`src/sv/ccrn_pkg.sv`:
```
`timescale 1ns / 1ps

package ccrn_pkg;

    // default sizes
    localparam int FRAME_DEPTH_DEFAULT   = 65536;
    localparam int OUT_FRAC_BITS_DEFAULT = 12;

    // (2x+1)*crop stays below 2^27 for 10-bit x and 16-bit crop
    localparam int NUM_W       = 27;
    localparam int RECIP_SHIFT = 27;
    localparam int DIV_STEPS   = RECIP_SHIFT + 1;

    localparam logic [15:0] SOURCE_WIDTH_RESET  = 16'd256;
    localparam logic [15:0] SOURCE_HEIGHT_RESET = 16'd256;
    localparam logic [10:0] TARGET_SIZE_RESET   = 11'd224;

    typedef enum logic [1:0] {
        REG_SOURCE_WIDTH  = 2'd0,
        REG_SOURCE_HEIGHT = 2'd1,
        REG_TARGET_SIZE   = 2'd2
    } cfg_reg_t;

    typedef enum logic [1:0] {
        CHAN_RED   = 2'd0,
        CHAN_GREEN = 2'd1,
        CHAN_BLUE  = 2'd2
    } chan_t;

    localparam logic KIND_LOAD  = 1'b0;
    localparam logic KIND_FETCH = 1'b1;

    // channel statistics scaled by 1e8
    localparam longint DEC_ONE      = 64'd100000000;
    localparam longint CHAN_MEAN_R  = 64'd48145466;
    localparam longint CHAN_MEAN_G  = 64'd45782750;
    localparam longint CHAN_MEAN_B  = 64'd40821073;
    localparam longint CHAN_STD_R   = 64'd26862954;
    localparam longint CHAN_STD_G   = 64'd26130258;
    localparam longint CHAN_STD_B   = 64'd27577711;
    localparam longint NORM_DEN2_R  = 2 * 255 * CHAN_STD_R;
    localparam longint NORM_DEN2_G  = 2 * 255 * CHAN_STD_G;
    localparam longint NORM_DEN2_B  = 2 * 255 * CHAN_STD_B;

    typedef struct packed {
        logic        kind;
        logic [15:0] load_index;
        logic [7:0]  load_red;
        logic [7:0]  load_green;
        logic [7:0]  load_blue;
        logic [9:0]  out_x;
        logic [9:0]  out_y;
    } in_item_t;

    typedef struct packed {
        logic signed [15:0] norm_red;
        logic signed [15:0] norm_green;
        logic signed [15:0] norm_blue;
        logic        [15:0] source_index;
        logic               coord_error;
    } out_item_t;

    // geometry derived from the configuration registers
    typedef struct packed {
        logic [15:0] w_eff;
        logic [15:0] w_max;
        logic [15:0] h_max;
        logic [14:0] off_x;
        logic [14:0] off_y;
        logic [15:0] crop;
        logic [10:0] t_eff;
        logic [11:0] dvsr;
        logic [26:0] recip;
    } setup_t;

    // one access of the frame store
    typedef struct packed {
        logic        valid;
        logic        fetch;
        logic        hit;
        logic        coord_error;
        logic [15:0] src_index;
        logic [23:0] pixel;
    } mem_req_t;

    // normalized value of one channel byte, evaluated at elaboration
    function automatic logic [15:0] norm_entry(input logic [7:0] v, input chan_t chan,
                                               input int frac);
        longint num;
        longint den;
        longint mag;
        longint q;
        longint r;
        logic   neg;
        num = 0;
        den = 1;
        q   = 0;
        unique case (chan)
            CHAN_RED:   begin num = longint'(v) * DEC_ONE - 255 * CHAN_MEAN_R;
                              den = 255 * CHAN_STD_R; end
            CHAN_GREEN: begin num = longint'(v) * DEC_ONE - 255 * CHAN_MEAN_G;
                              den = 255 * CHAN_STD_G; end
            CHAN_BLUE:  begin num = longint'(v) * DEC_ONE - 255 * CHAN_MEAN_B;
                              den = 255 * CHAN_STD_B; end
            default:    begin num = 0; den = 1; end
        endcase
        neg = (num < 0);
        mag = neg ? -num : num;
        unique case (chan)
            CHAN_RED:   q = ((mag <<< (frac + 1)) + den) / NORM_DEN2_R;
            CHAN_GREEN: q = ((mag <<< (frac + 1)) + den) / NORM_DEN2_G;
            CHAN_BLUE:  q = ((mag <<< (frac + 1)) + den) / NORM_DEN2_B;
            default:    q = 0;
        endcase
        if (neg)
            r = (q > 32768) ? -32768 : -q;
        else
            r = (q > 32767) ? 32767 : q;
        return 16'(r);
    endfunction

endpackage

```
`src/sv/ccrn_setup.sv`:
```
`timescale 1ns / 1ps

module ccrn_setup (
    input  logic                clk,
    input  logic                rst_n,
    input  logic                cfg_valid,
    output logic                cfg_ready,
    input  logic [1:0]          cfg_index,
    input  logic [15:0]         cfg_data,
    output ccrn_pkg::setup_t    setup,
    output logic                ready
);

    logic [15:0] width_reg;
    logic [15:0] height_reg;
    logic [10:0] target_reg;

    logic [15:0] w_eff;
    logic [15:0] h_eff;
    logic [15:0] crop;
    logic [10:0] t_eff;
    logic [11:0] dvsr;

    ccrn_pkg::setup_t setup_reg;
    ccrn_pkg::setup_t setup_next;

    logic        busy_reg;
    logic        ready_reg;
    logic [4:0]  step_reg;
    logic [11:0] rem_reg;
    logic [11:0] rem_next;
    logic [26:0] quo_reg;
    logic [26:0] quo_next;
    logic [12:0] trial;
    logic        ge;
    logic        cfg_write;

    assign cfg_ready = 1'b1;
    assign cfg_write = cfg_valid && cfg_ready;

    always_ff @(posedge clk or negedge rst_n)
    begin
        if (!rst_n)
        begin
            width_reg  <= ccrn_pkg::SOURCE_WIDTH_RESET;
            height_reg <= ccrn_pkg::SOURCE_HEIGHT_RESET;
            target_reg <= ccrn_pkg::TARGET_SIZE_RESET;
        end
        else if (cfg_write)
        begin
            unique case (cfg_index)
                ccrn_pkg::REG_SOURCE_WIDTH:  width_reg  <= cfg_data;
                ccrn_pkg::REG_SOURCE_HEIGHT: height_reg <= cfg_data;
                ccrn_pkg::REG_TARGET_SIZE:   target_reg <= cfg_data[10:0];
                default:                     ;
            endcase
        end
    end

    // zero sizes act as one
    always_comb
    begin
        w_eff = (width_reg == 16'd0) ? 16'd1 : width_reg;
        h_eff = (height_reg == 16'd0) ? 16'd1 : height_reg;
        t_eff = (target_reg == 11'd0) ? 11'd1 : target_reg;
        crop  = (w_eff < h_eff) ? w_eff : h_eff;
        dvsr  = {t_eff, 1'b0};

        setup_next.w_eff = w_eff;
        setup_next.w_max = w_eff - 16'd1;
        setup_next.h_max = h_eff - 16'd1;
        setup_next.off_x = 15'((w_eff - crop) >> 1);
        setup_next.off_y = 15'((h_eff - crop) >> 1);
        setup_next.crop  = crop;
        setup_next.t_eff = t_eff;
        setup_next.dvsr  = dvsr;
        setup_next.recip = quo_reg;
    end

    always_ff @(posedge clk)
    begin
        setup_reg <= setup_next;
    end

    // restoring division of 2^27 by 2*target, one quotient bit per cycle
    always_comb
    begin
        trial    = {rem_reg, (step_reg == 5'(ccrn_pkg::DIV_STEPS - 1))};
        ge       = (trial >= {1'b0, dvsr});
        rem_next = ge ? 12'(trial - {1'b0, dvsr}) : trial[11:0];
        quo_next = {quo_reg[25:0], ge};
    end

    always_ff @(posedge clk or negedge rst_n)
    begin
        if (!rst_n)
        begin
            busy_reg  <= 1'b1;
            ready_reg <= 1'b0;
            step_reg  <= 5'(ccrn_pkg::DIV_STEPS - 1);
            rem_reg   <= 12'd0;
        end
        else
        begin
            ready_reg <= !busy_reg;
            if (cfg_write)
            begin
                busy_reg <= 1'b1;
                step_reg <= 5'(ccrn_pkg::DIV_STEPS - 1);
                rem_reg  <= 12'd0;
            end
            else if (busy_reg)
            begin
                rem_reg <= rem_next;
                if (step_reg == 5'd0)
                    busy_reg <= 1'b0;
                else
                    step_reg <= step_reg - 5'd1;
            end
        end
    end

    always_ff @(posedge clk)
    begin
        if (busy_reg && !cfg_write)
            quo_reg <= quo_next;
    end

    assign setup = setup_reg;
    assign ready = ready_reg && !busy_reg;

endmodule

```
`config.mk`:
```
export PLATFORM = sky130hd
export DESIGN_NAME = ccrn_setup
export DESIGN_NICKNAME = d
export VERILOG_FILES = /design/src/sv/ccrn_pkg.sv /design/src/sv/ccrn_setup.sv
export SDC_FILE = /design/constraint.sdc
export NUM_CORES = 1
export LEC_CHECK = 0
export ABC_AREA = 1
export BUFFER_PORTS_ARGS = -buffer_cell sky130_fd_sc_hd__clkbuf_2
export CORE_ASPECT_RATIO = 1.25
export CORE_MARGIN = 10
export CORE_UTILIZATION = 40
export CTS_CLUSTER_DIAMETER = 40
export CTS_CLUSTER_SIZE = 40
export DETAILED_ROUTE_END_ITERATION = 8
export PLACE_DENSITY = 0.6
export SLEW_MARGIN = 20
export SYNTH_ARGS = -nofsm -noshare
export SYNTH_HDL_FRONTEND = slang
export SYNTH_SLANG_ARGS = --single-unit
export TNS_END_PERCENT = 30
```
`constraint.sdc`:
```
create_clock -name clk -period 6.5 [get_ports clk]
set_clock_uncertainty 0.1 [all_clocks]
set_input_delay 0.65 -clock clk [delete_from_list [all_inputs] [get_ports clk]]
set_output_delay 0.65 -clock clk [all_outputs]
set_load 0.01 [all_outputs]
```
==> impl_metrics.json, run 1 <==
{
  "vias": 6705,
  "cts_tree": "yes",
  "root_buffer": "clkbuf_16",
  "final_common_cell": "nand2_1",
  "synth_ff_type": "dfxtp_1",
  "yosysSeqAreaShare_pct": 54.3,
  "syn_area_um2": 9240,
  "drive_above_1_share_pct": 24.8,
  "clock_sinks": 221,
  "worst_pin_slew_ps": 846,
  "irDropWorstVdd_mv": 0.239,
  "leakage_nw": 5.41,
  "cp.required_ps": 6870,
  "port_buffers": 164,
  "grt_max_degree": 63,
  "gr-max-usage-layer": "met2",
  "async_reset_ff_share_pct": 28.1,
  "grt_pass1_wl_mm": 36.7,
  "syn-instance-count": 972,
  "crit_path_start_kind": "flop",
  "cts_resized": 0,
  "drtIter0Drc": 355,
  "setup_violations": 0,
  "most-common-layout-cells": "nand2_1 (175), clkbuf_2 (164), dfxtp_1 (132)",
  "crit_path_end_kind": "flop",
  "overflow": 0,
  "numCtsBuffers": 28,
  "nNetsFinal": 1184,
  "hpwl_mm": 17.6,
  "cts_setup_buffers": 0,
  "die_y_um": 190,
  "yosys_warnings": 0,
  "hold_class": "in -> async",
  "die_w_um": 156,
  "crit_top_cell": "nand2_1",
  "ys_ff_latch": 221,
  "max_slew_margin_pct": 43.0,
  "routed_wl_mm": 22.7,
  "path_class": "reg -> reg",
  "vias_per_cell": 4.75,
  "maxCapViolCount": 0,
  "powerDensity_nw_per_um2": 474,
  "syn_to_final_growth_pct": 19.9,
  "clk_latency_ps": 540,
  "diodes": 0,
  "core_area_um2": 22900,
  "rows": 62,
  "fin_crit_sh_pct": 73.8,
  "fin_crit_ps": 4800,
  "gp_congestion": 0.920,
  "die_area_um2": 29600,
  "synth-edff-count": 27,
  "status": "finished clean",
  "drv_slew": 0,
  "ant_nets": 0,
  "nFillCells": 2144,
  "rsz0062_at_grt": "no",
  "clock_path_buffers": 3,
  "use_met1_pct": 17.8,
  "first_global_vias": 7026,
  "initial_utilization_pct": 40.4,
  "clkTransAtPathRegs_ps": 60,
  "grtUsageTotal_pct": 15.2,
  "grt_antenna_before_repair": 0,
  "slowest_delay_ps": 710,
  "cts_hold_buf": 0,
  "route.detailed.drc": 0,
  "drtPass1Iterations": 4,
  "wl_per_cell_um": 16.1,
  "syn_nets": 1055,
  "largest_reg_flops": 132,
  "crit_path_top_delay_cell": "o21ai_0",
  "arrival_ps": 5170,
  "hold_viol": 0,
  "gr-usage-met2_pct": 25.8,
  "avgSynthCellArea_um2": 9.50,
  "io_pins": 167,
  "dpl_cell_area_um2": 10100,
  "ys_types": 53,
  "tns_ps": 0,
  "final_area_um2": 11100,
  "fmax_mhz": 208,
  "crit_fanout": 29,
  "htree_levels": 1,
  "use_met3_pct": 4.45
}
==> logic make-up (layout without fill, tap and decap cells) <==
family / count (synthesis) / count (layout) / share of synthesized area [%]
other: 2 / 2 / 0.0813
AOI/OAI and AO/OA: 166 / 166 / 10.4
adders and majority gates: 62 / 62 / 8.64
DFF: 221 / 221 / 54.3
xor gates and xnor gates: 51 / 51 / 4.84
buffers and inverters: 180 / 331 / 8.14
and+or+nand+nor: 290 / 290 / 13.6
==> worst max-delay path, delay by kind of cell (launching register included) <==
family	cells	cell delay [ps]
fa+ha+maj	1	350
buf+inv	1	150
simple gates	16	1450
compound gates	8	2010
xor+xnor	1	160
flops	1	490
==> cell usage after synthesis, types with 2 or more instances <==
cell / count / area share [%]
nand3b_1: 2 / 0.16
xnor2_1: 13 / 1.2
nand4_1: 5 / 0.34
clkbuf_1: 49 / 2.0
dfstp_2: 10 / 2.8
nand3_1: 24 / 1.3
nor2_2: 3 / 0.20
a32o_1: 4 / 0.43
inv_2: 15 / 0.61
or2_2: 5 / 0.34
nor2_1: 46 / 1.9
nand2_4: 4 / 0.49
nand2_1: 175 / 7.1
a211oi_1: 2 / 0.16
o21ai_2: 11 / 1.0
dfxtp_1: 132 / 29
nor4_1: 5 / 0.34
inv_1: 96 / 3.9
edfxtp_1: 27 / 8.8
fa_1: 3 / 0.65
buf_4: 14 / 1.1
o21ai_1: 2 / 0.11
conb_1: 2 / 0.081
o21ai_0: 78 / 4.2
o22ai_1: 4 / 0.27
ha_1: 59 / 8.0
nand2_2: 6 / 0.41
nor3_2: 2 / 0.22
nor3_1: 10 / 0.54
dfrtp_1: 52 / 14
xor2_1: 38 / 3.6
a31oi_1: 6 / 0.41
a21oi_1: 47 / 2.5
a21o_1: 2 / 0.16
==> stage by stage <==
stage | total power, mW | std cells | hold WS, ps | setup WS (ps) | util [%]
global placement | 3.76 | 1358 | 224 | 1820 | 44.2
floorplan | 3.20 | 972 | 223 | 2540 | -
finish | 5.25 | 1411 | 184 | 1700 | 48.4
detailed placement | 3.78 | 1358 | 238 | 1750 | 44.2
global route | 5.63 | 1411 | 238 | 1070 | 48.4
CTS | 5.31 | 1410 | 199 | 1740 | 48.3
==> where the power goes <==
| part | internal [mW] | switching (mW) | total (mW) |
|---|---|---|---|
| registers | 1.73 | 0.179 | 1.91 |
| clock network | 0.844 | 0.657 | 1.50 |
| logic | 0.698 | 1.14 | 1.83 |
==> path summary, 6_finish.rpt <==
path                         startpoint             to  slack [ps]  cells after the start
max reg2reg                width_reg[3]      setup[94]        1700                     27
min reg2reg                 quo_reg[26]      setup[26]         250                      0
min                               rst_n  width_reg[13]         180                      2
max                        width_reg[3]      setup[94]        1700                     27
min in group clk            quo_reg[26]      setup[26]         250                      0
max in group asynchronous         rst_n     rem_reg[0]        5540                      2
==> routing by layer <==
| metal | wire (um) | up-vias | share of wire, % |
|---|---|---|---|
| met5 | 0 | - | 0 |
| met4 | 695 | 0 | 3.1 |
| met3 | 1730 | 52 | 7.6 |
| met2 | 10900 | 183 | 48 |
| met1 | 9390 | 3080 | 41 |
| li1 | - | 3390 | - |
==> cell type report <==
| class | instances | area (um^2) | area share (%) |
|---|---|---|---|
| Clock inverter | 22 | 220 | 1.99 |
| Sequential cell | 221 | 5020 | 45.3 |
| Timing Repair Buffer | 166 | 848 | 7.66 |
| Clock buffer | 30 | 718 | 6.48 |
| Inverter | 113 | 427 | 3.85 |
| Tap cell | 288 | 360 | 3.25 |
| Multi-Input combinational cell | 571 | 3490 | 31.5 |
(Power assumes the default switching activity.)
==> run 2: changes to the inputs <==
--- a/config.mk
+++ b/config.mk
@@ -5,7 +5,7 @@
 export SDC_FILE = /design/constraint.sdc
 export NUM_CORES = 1
 export LEC_CHECK = 0
-export ABC_AREA = 1
+export ABC_AREA = 0
 export BUFFER_PORTS_ARGS = -buffer_cell sky130_fd_sc_hd__clkbuf_2
 export CORE_ASPECT_RATIO = 1.25
 export CORE_MARGIN = 10
@@ -13,7 +13,7 @@
 export CTS_CLUSTER_DIAMETER = 40
 export CTS_CLUSTER_SIZE = 40
 export DETAILED_ROUTE_END_ITERATION = 8
-export PLACE_DENSITY = 0.6
+export PLACE_DENSITY = 0.63
 export SLEW_MARGIN = 20
 export SYNTH_ARGS = -nofsm -noshare
 export SYNTH_HDL_FRONTEND = slang
==> constraint.sdc (replaced) <==
create_clock -name clk -period 3.9 [get_ports clk]
set_clock_uncertainty 0.1 [all_clocks]
set_input_delay 0.39 -clock clk [delete_from_list [all_inputs] [get_ports clk]]
set_output_delay 0.39 -clock clk [all_outputs]
set_load 0.01 [all_outputs]
==> run 2 against run 1 <==
Compared with the run above:
- the run now ends with setup timing left
- wire length up 6.3%
- hold slack worse by 160 ps
- die area up 0.50%
- synthesized cell count down 12%
- sequential share of layout area down 6.4 points
- register-to-register slack worse by 1900 ps
- non-clock buffer count up 185
- final cell count up 4.6%
- flip-flop and latch count unchanged
- core utilization up 7.8 points
- sequential power up 63%
==> impl_metrics.json, run 2 <==
{
  "reg2reg_from": "width_reg[13]",
  "setup_violations": 16,
  "initial_utilization_pct": 40.5,
  "ant_nets": 0,
  "max_slew_margin_pct": 41.1,
  "most-common-layout-cells": "buf_4 (176), clkbuf_2 (164), dfxtp_1 (132)",
  "numCtsBuffers": 24,
  "synthTopCellsByCount": "dfxtp_1 (132), inv_1 (63), ha_1 (59), nor2_1 (59), nand2_1 (54)",
  "routed.top_layer": "met4",
  "slowest_delay_ps": 410,
  "clock_sinks": 221,
  "placed_cells": 1411,
  "hold_viol": 0,
  "wl_met1_mm": 9.81,
  "root_buffer": "clkbuf_16",
  "routed_wl_mm": 24.2,
  "clock_path_buffers": 3,
  "rows": 62,
  "synth_area_leader_cell": "dfxtp_1",
  "route.detailed.drc": 0,
  "yosysSeqAreaShare_pct": 54.0,
  "core_area_um2": 23000,
  "async_reset_ff_share_pct": 28.1,
  "min_to": "width_reg[15]",
  "worstReg2RegEnd": "setup[94]",
  "gp_congestion": 0.867,
  "diodes": 0,
  "rsz0062_at_grt": "yes",
  "syn-instance-count": 860,
  "die_y_um": 190,
  "route.met2.wl_mm": 12.4,
  "io_pins": 167,
  "htree_levels": 1,
  "fin_crit_ps": 4080,
  "post-synth-top-area-fraction_pct": 28.4,
  "utilization_pct": 56.2,
  "drv_slew": 0,
  "final_area_um2": 12900,
  "synth_ff_type": "dfxtp_1",
  "hold_class": "in -> reg",
  "wl_met3_mm": 1.35,
  "maxCapViolCount": 0,
  "worst_pin_slew_ps": 875,
  "status": "finished with violations",
  "fmax_mhz": 245,
  "grt_pass1_wl_mm": 38.2,
  "final_common_cell": "buf_4",
  "yosys_warnings": 0,
  "clkTransAtPathRegs_ps": 60,
  "crit_path_start_kind": "flop",
  "crit_fanout": 4,
  "hp-start": "cfg_data[15]",
  "tns_ps": -1090,
  "setup_ws_ps": -177,
  "die_w_um": 156,
  "grt_max_degree": 34,
  "ys_ff_latch": 221,
  "drive_above_1_share_pct": 43.4,
  "crit_family": "compound AO/OA/AOI/OAI gates",
  "leakage_nw": 6.06,
  "dpl_cell_area_um2": 11500,
  "syn_to_final_growth_pct": 38.9,
  "avgSynthCellArea_um2": 10.8,
  "powerDensity_nw_per_um2": 796,
  "crit_path_end_kind": "flop",
  "syn_area_um2": 9290,
  "crit_path_top_delay_cell": "dfrtp_1",
  "drtPass1Iterations": 4,
  "largest_reg_flops": 132,
  "synth_most_common_cell": "dfxtp_1",
  "wl_per_cell_um": 16.4,
  "drtIter0Drc": 191,
  "syn_nets": 943,
  "overflow": 0,
  "hpwl_mm": 18.6,
  "port_buffers": 164,
  "power.total_mw": 10.3,
  "violations": "setup timing",
  "vias": 7020,
  "timing.critical_path.buf_inv": 2,
  "arrival_ps": 4420,
  "clk_latency_ps": 520,
  "die_area_um2": 29800,
  "crit_chain": "ha_4, a221oi_4, o21ai_2, a211oi_2, and2_1, o31a_1, buf_6, mux2i_4, ha_4, a21o_1, a21oi_2, o21bai_1, a21oi_2, nor2b_2, o211ai_1, buf_4, a31oi_4, o41ai_2, xnor2_1",
  "whs_path_depth": 3,
  "cp.required_ps": 4250,
  "final_cells": 1476,
  "fin_crit_sh_pct": 105,
  "synth-edff-count": 27,
  "path_class": "reg -> reg",
  "grtUsageTotal_pct": 15.8,
  "first_global_vias": 7527,
  "grt_antenna_before_repair": 0,
  "nNetsFinal": 1253,
  "rr_worst_depth": 19,
  "irDropWorstVdd_mv": 0.362,
  "vias_per_cell": 4.76,
  "ys_types": 62,
  "synth.area.top_cells": "dfxtp_1 (28%), dfrtp_1 (14%), edfxtp_1 (8.7%), ha_1 (7.9%), mux2_2 (5.2%)",
  "cts_tree": "yes",
  "rrSetupSlack_ps": -180
}
==> run 2: cell count changes in the layout (fill, tap and decap cells not counted), sizes merged, moves of 8 or more <==
cell    before  now
nor2b        0    9
a21o         2   15
nor4         5   14
buf          2  186
a211oi       2   14
nand2      185   54
nor2        49   59
mux2         0   43
o21ai       91   33
xor2        38   19
nand3       24   13
a21oi       48   40
inv        123   73
xnor2       13   41
==> run 2: worst max-delay path by stage <==
stage                     slack, ps  cells past startpoint           start        end
after floorplan                 -30                     17    width_reg[5]  setup[94]
after global placement         -200                     20   height_reg[8]  setup[94]
after detailed placement       -280                     21   height_reg[8]  setup[94]
after CTS                      -130                     17   width_reg[13]  setup[95]
after global routing           -360                     20  height_reg[13]  setup[94]
final                          -180                     19   width_reg[13]  setup[94]
==> run 2: where the power goes <==
| group | switching [mW] | leakage (nW) | internal, mW |
|---|---|---|---|
| Clock | 1.05 | 0.446 | 1.43 |
| Sequential | 0.230 | 2.12 | 2.89 |
| Combinational | 2.28 | 3.49 | 2.38 |
| Total | 3.56 | 6.06 | 6.70 |
==> run 2: per-stage QoR <==
step	setup WS [ps]	hold WS, ps
CTS	-133	5.86
global route	-357	15.1
global placement	-201	228
floorplan	-33.3	-5.59
finish	-177	22.3
detailed placement	-282	235
==> run 2: metal layers <==
metal	track usage, %	vias to the layer above
met5	0	-
met4	5.20	0
met3	3.41	36
met2	28.9	164
met1	17.7	3286
li1	-	3534
==> run 2: area by class of cell <==
class / count / area, um^2
multi-input cells: 509 / 4110
repair buffers: 351 / 2270
flip-flops and latches: 221 / 5020
well taps: 288 / 360
fillers: 1972 / 10100
clock buffers: 30 / 696
inverters: 63 / 236
clock inverters: 14 / 215
==> run 2: tightest hold or removal path, cell delays in order <==
cell and delay (ps):
clkbuf_2 100, nand2_1 40, o21ai_0 70
==> run 2: what timing repair did <==
item / CTS / global route
buffers inserted: 15 / 5
gates resized for setup: 36 / 33
endpoints found under the hold margin: 29 / 0
pin swaps: 28 / 26
cloned: 0 / 0
hold buffers: 1 / 0
setup endpoints to repair: 18 / 30
==> run 2: cells by family after synthesis <==
| logic type | share of synthesized area [%] |
|---|---|
| flops | 54.0 |
| simple gates | 10.3 |
| compound gates | 9.70 |
| buf+inv | 5.87 |
| fa+ha+maj | 8.59 |
| xor+xnor | 5.66 |
| mux | 5.75 |
| other cells | 0.0808 |
